### src/design/csbm_ram.sv
// ----------------------------------------------------------------------------
// csbm_ram: generic simple dual-port RAM
// One write port, one read port, read data registered.
// ----------------------------------------------------------------------------
module csbm_ram #(
    parameter int WIDTH = 16,
    parameter int DEPTH = 16
) (
    input  logic                                     i_clk,
    input  logic                                     i_we,
    input  logic [(DEPTH > 1 ? $clog2(DEPTH) : 1)-1:0] i_waddr,
    input  logic [WIDTH-1:0]                         i_wdata,
    input  logic [(DEPTH > 1 ? $clog2(DEPTH) : 1)-1:0] i_raddr,
    output logic [WIDTH-1:0]                         o_rdata
);

    logic [WIDTH-1:0] r_mem [DEPTH];

    always_ff @(posedge i_clk) begin
        if (i_we) begin
            r_mem[i_waddr] <= i_wdata;
        end
        o_rdata <= r_mem[i_raddr];
    end

endmodule

### config.mk
export PLATFORM = sky130hd
export DESIGN_NAME = csbm_ram
export DESIGN_NICKNAME = d
export VERILOG_FILES = /design/src/design/csbm_ram.sv
export SDC_FILE = /design/constraint.sdc
export NUM_CORES = 1
export LEC_CHECK = 0
export ABC_AREA = 0
export ABC_CLOCK_PERIOD_IN_PS = 4600
export BUFFER_PORTS_ARGS = -buffer_cell sky130_fd_sc_hd__buf_4
export CAP_MARGIN = 5
export CORE_MARGIN = 1.5
export CORE_UTILIZATION = 35
export CTS_CLUSTER_DIAMETER = 60
export CTS_CLUSTER_SIZE = 12
export DETAILED_ROUTE_END_ITERATION = 7
export SYNTH_ARGS = -nofsm -noshare
export SYNTH_HDL_FRONTEND = slang
export SYNTH_SLANG_ARGS = --single-unit
### constraint.sdc
create_clock -name i_clk -period 4.6 [get_ports i_clk]
set_input_delay 0.92 -clock i_clk [delete_from_list [all_inputs] [get_ports i_clk]]
set_output_delay 0.92 -clock i_clk [all_outputs]
set_load 0.02 [all_outputs]
# Word-level counts from Yosys, hierarchy flattened
# Memory sizes are Yosys's and may differ from the RTL's. A register that Yosys moved wholly into a read port is not among the register bits.
# Cells that the tools add are included.
[totals] ff_bits=0 ramBits=256 out_inout_bits=16 mem_count=1
[memory_table] memory="r_mem" words=16 word_bits=16 read_ports=1 rd_ports_with_merged_regs=1 write_ports=1 line_no="17" rtl="logic [WIDTH-1:0] r_mem [DEPTH];"
[op_classes] n_mux=2
[op_table] op="1-bit two-way mux" n=2

# Longest topological paths before layout
[logic_depth] depth_word=2 mapped_depth=5

# Least setup slack after synthesis
# OpenSTA, ideal clock, no wires.
[synth_path] path_type="input-to-reg" from="input port i_waddr[2] (netlist bit)" to="memory r_mem[0][0], enable pin" arrival_time_ps=2566 path_slack_ps=1625 stages=2 path_buffers=0 path_cell_list="or3b_2 -> nor3_1"
[synth_lines] element="start: declaration" line_no="11" rtl="input logic [(DEPTH > 1 ? $clog2(DEPTH) : 1)-1:0] i_waddr,"
[synth_lines] element="end: declaration" line_no="17"
# Straight into the memory's write port.

==> results_dict.tcl <==
set metrics [dict create \
    synthCells 432 \
    syn_area_sq_um 10000 \
    clockBufferDepth 3 \
    worstSetupPathType "in2reg" \
    gp_congestion 0.673 \
    clk_pin_slew_ns 0.06 \
    grt_max_degree 65 \
    numPortBuffers 41 \
    via_count 4579 \
    worstPathMaxFanout 33 \
    fin_crit_sh 0.504 \
    syn_avg_cell_area_sq_um 23.2 \
    maxSlewHeadroom 0.261 \
    path_delay_family "buffers and inverters" \
    crit_buf_inv 2 \
    ir_worst_vdd_mv 0.271 \
    cts_made_buffers 26 \
    crit_required_ns 5.00 \
    ys_ff_latch 272 \
    grt_pass1_vias 4761 \
    r2r_cells 3 \
    cts_tree "done" \
    grt.total_usage 0.146 \
    root_buffer "clkbuf_16" \
    ant_nets 0 \
    dpl.hpwl_mm 11.2 \
    io-pin-count 42 \
    drc 0 \
    drtIter0Drc 398 \
    path_depth 5 \
    fin_worst_skew_ns 0.00703 \
    async_reset_ff_frac 0 \
    start_kind "input port" \
    rsz0062_at_grt "false" \
    cp_slowest_cell "mux4_1" \
    synth_most_common_cell "edfxtp_1" \
    period_needed_ns 2.32 \
    grt_pass1_wl_mm 30.8 \
    syn_nets 458 \
    tightest_slew_ns 1.11 \
    p_per_area_nw_per_um2 429 \
    synthTopCellsByCount "256 x edfxtp_1, 54 x mux4_2, 32 x a22oi_1" \
    clock_sinks 272 \
    cts.repair.resized 0 \
    holdBufCountCts 0 \
    slowest_delay_ns 0.60 \
    finalHoldViolCount 0 \
    outcome "complete, no violations" \
    die_h_um 172 \
    hold_class "reg2reg" \
    fillers 2447 \
    synth_edf_count 256 \
    wl_mm 21.1 \
    timing.final.ws_setup_ns 2.28 \
    die_width_um 172 \
    ys_warn_count 0 \
    coreArea_sq_um 28000 \
    drv_slew 0 \
    dieArea_sq_um 29700 \
    ys_seq_area_frac 0.797 \
    setup_violations 0 \
    cap_violations 0 \
    row_count 61 \
    wl_per_cell_um 23.7 \
    endpoint_kind "register" \
    initial_utilization 0.359 \
    area_growth_pct 16.2 \
    drive_gt1_frac 0.311 \
    synth_top_area_frac 0.765 \
    crit_chain "buf_4, buf_12, mux4_1, a22oi_1, nand2_1" \
    fin_nets 526 \
    p_leak_nw 3.74 \
    power_w 0.00501 \
    yosys-top-cells-area "edfxtp_1 77%, mux4_2 12%, dfxtp_1 3.2%, mux4_1 2.6%, a22oi_1 2.4%" \
    via_per_inst 5.13 \
    cp.arrival_ns 2.71 \
    fin_setup_tns_ns 0 \
    dp_slack_ns 1.72 \
    firstDrtPassIters 4 \
    whs_ns 0.676 \
    overflow 0 \
    antenna_cells 0 \
    antenna_found_initial 0 \
    timing.fmax_ghz 0.432 \
    synth_top_area_cell "edfxtp_1" \
    hold_depth 3 \
    htreeDepth 1 \
    clk_latency_ns 0.52 \
    synth_ff_type "edfxtp_1" \
    cts_setup_buffers 0 \
    synth.distinct_cells 19 \
]
[kinds of logic (layout without fill, tap and decap cells)]
group                  count (synthesis)  after routing  share of synthesized area
DFF                                  272            272                      0.797
muxes                                 64             64                      0.147
and+or+nand+nor                       43             43                     0.0192
AOI/OAI and AO/OA                     32             32                     0.0239
buffers and inverters                 21            103                     0.0123
[metal layers]
metal / vias up / global-route usage / routed length, um
li1: 1965 / - / -
met1: 2446 / 0.184 / 8550
met2: 137 / 0.265 / 11100
met3: 31 / 0.0224 / 1110
met4: 0 / 0.0348 / 341
met5: - / 0 / 0
[stage by stage]
stage	utilization	cell area (sq um)	std cells
after global routing	0.417	11700	892
after detailed placement	0.390	10900	850
final	0.417	11700	892
after floorplan	-	10000	432
after global placement	0.390	10900	850
after CTS	0.417	11700	892
[tightest hold or removal path: stages, from the launching register on]
cell and delay, ns:
edfxtp_1 0.32, mux4_2 0.22, a22oi_1 0.05, nand2_1 0.06
[state kept, by name (all words and copies together) (netlist names)]
signal   cells
r_mem      256
o_rdata     16
[worst paths after layout]
path                            from             endpoint  slack (ns)
max reg2reg  r_mem[10][10]$_DFFE_PP_  o_rdata[10]$_DFF_P_        3.30
min reg2reg   r_mem[6][13]$_DFFE_PP_  o_rdata[13]$_DFF_P_        0.68
max                       i_raddr[0]   o_rdata[9]$_DFF_P_        2.28
min           r_mem[6][13]$_DFFE_PP_  o_rdata[13]$_DFF_P_        0.68
[where the power goes]
part	switching, W	leakage [nW]	internal (W)	total, W
combinational	0.000155	0.930	0.000116	0.000272
clock	0.000819	0.363	0.00113	0.00195
sequential	0.0000183	2.45	0.00277	0.00279
[area by class of cell]
cell class	count	area [sq um]	share of cell area
Sequential cell	272	8010	0.686
Multi-Input combinational cell	139	1960	0.168
Clock buffer	41	728	0.0624
Tap cell	378	473	0.0405
Timing Repair Buffer	61	470	0.0403
Clock inverter	1	30.0	0.00257
[cells in the final DEF, fill, tap and decap left out, types with 4 or more instances in the layout]
cell type | netlist | layout
edfxtp_1 | 256 | 256
buf_4 | 3 | 60
mux4_2 | 54 | 54
a22oi_1 | 32 | 32
clkbuf_16 | 0 | 27
nand2_1 | 17 | 17
dfxtp_1 | 16 | 16
clkbuf_1 | 8 | 14
nor2_2 | 0 | 12
mux4_1 | 10 | 10
nor3_2 | 0 | 4
Note: power is estimated with default switching activity, not from simulation.
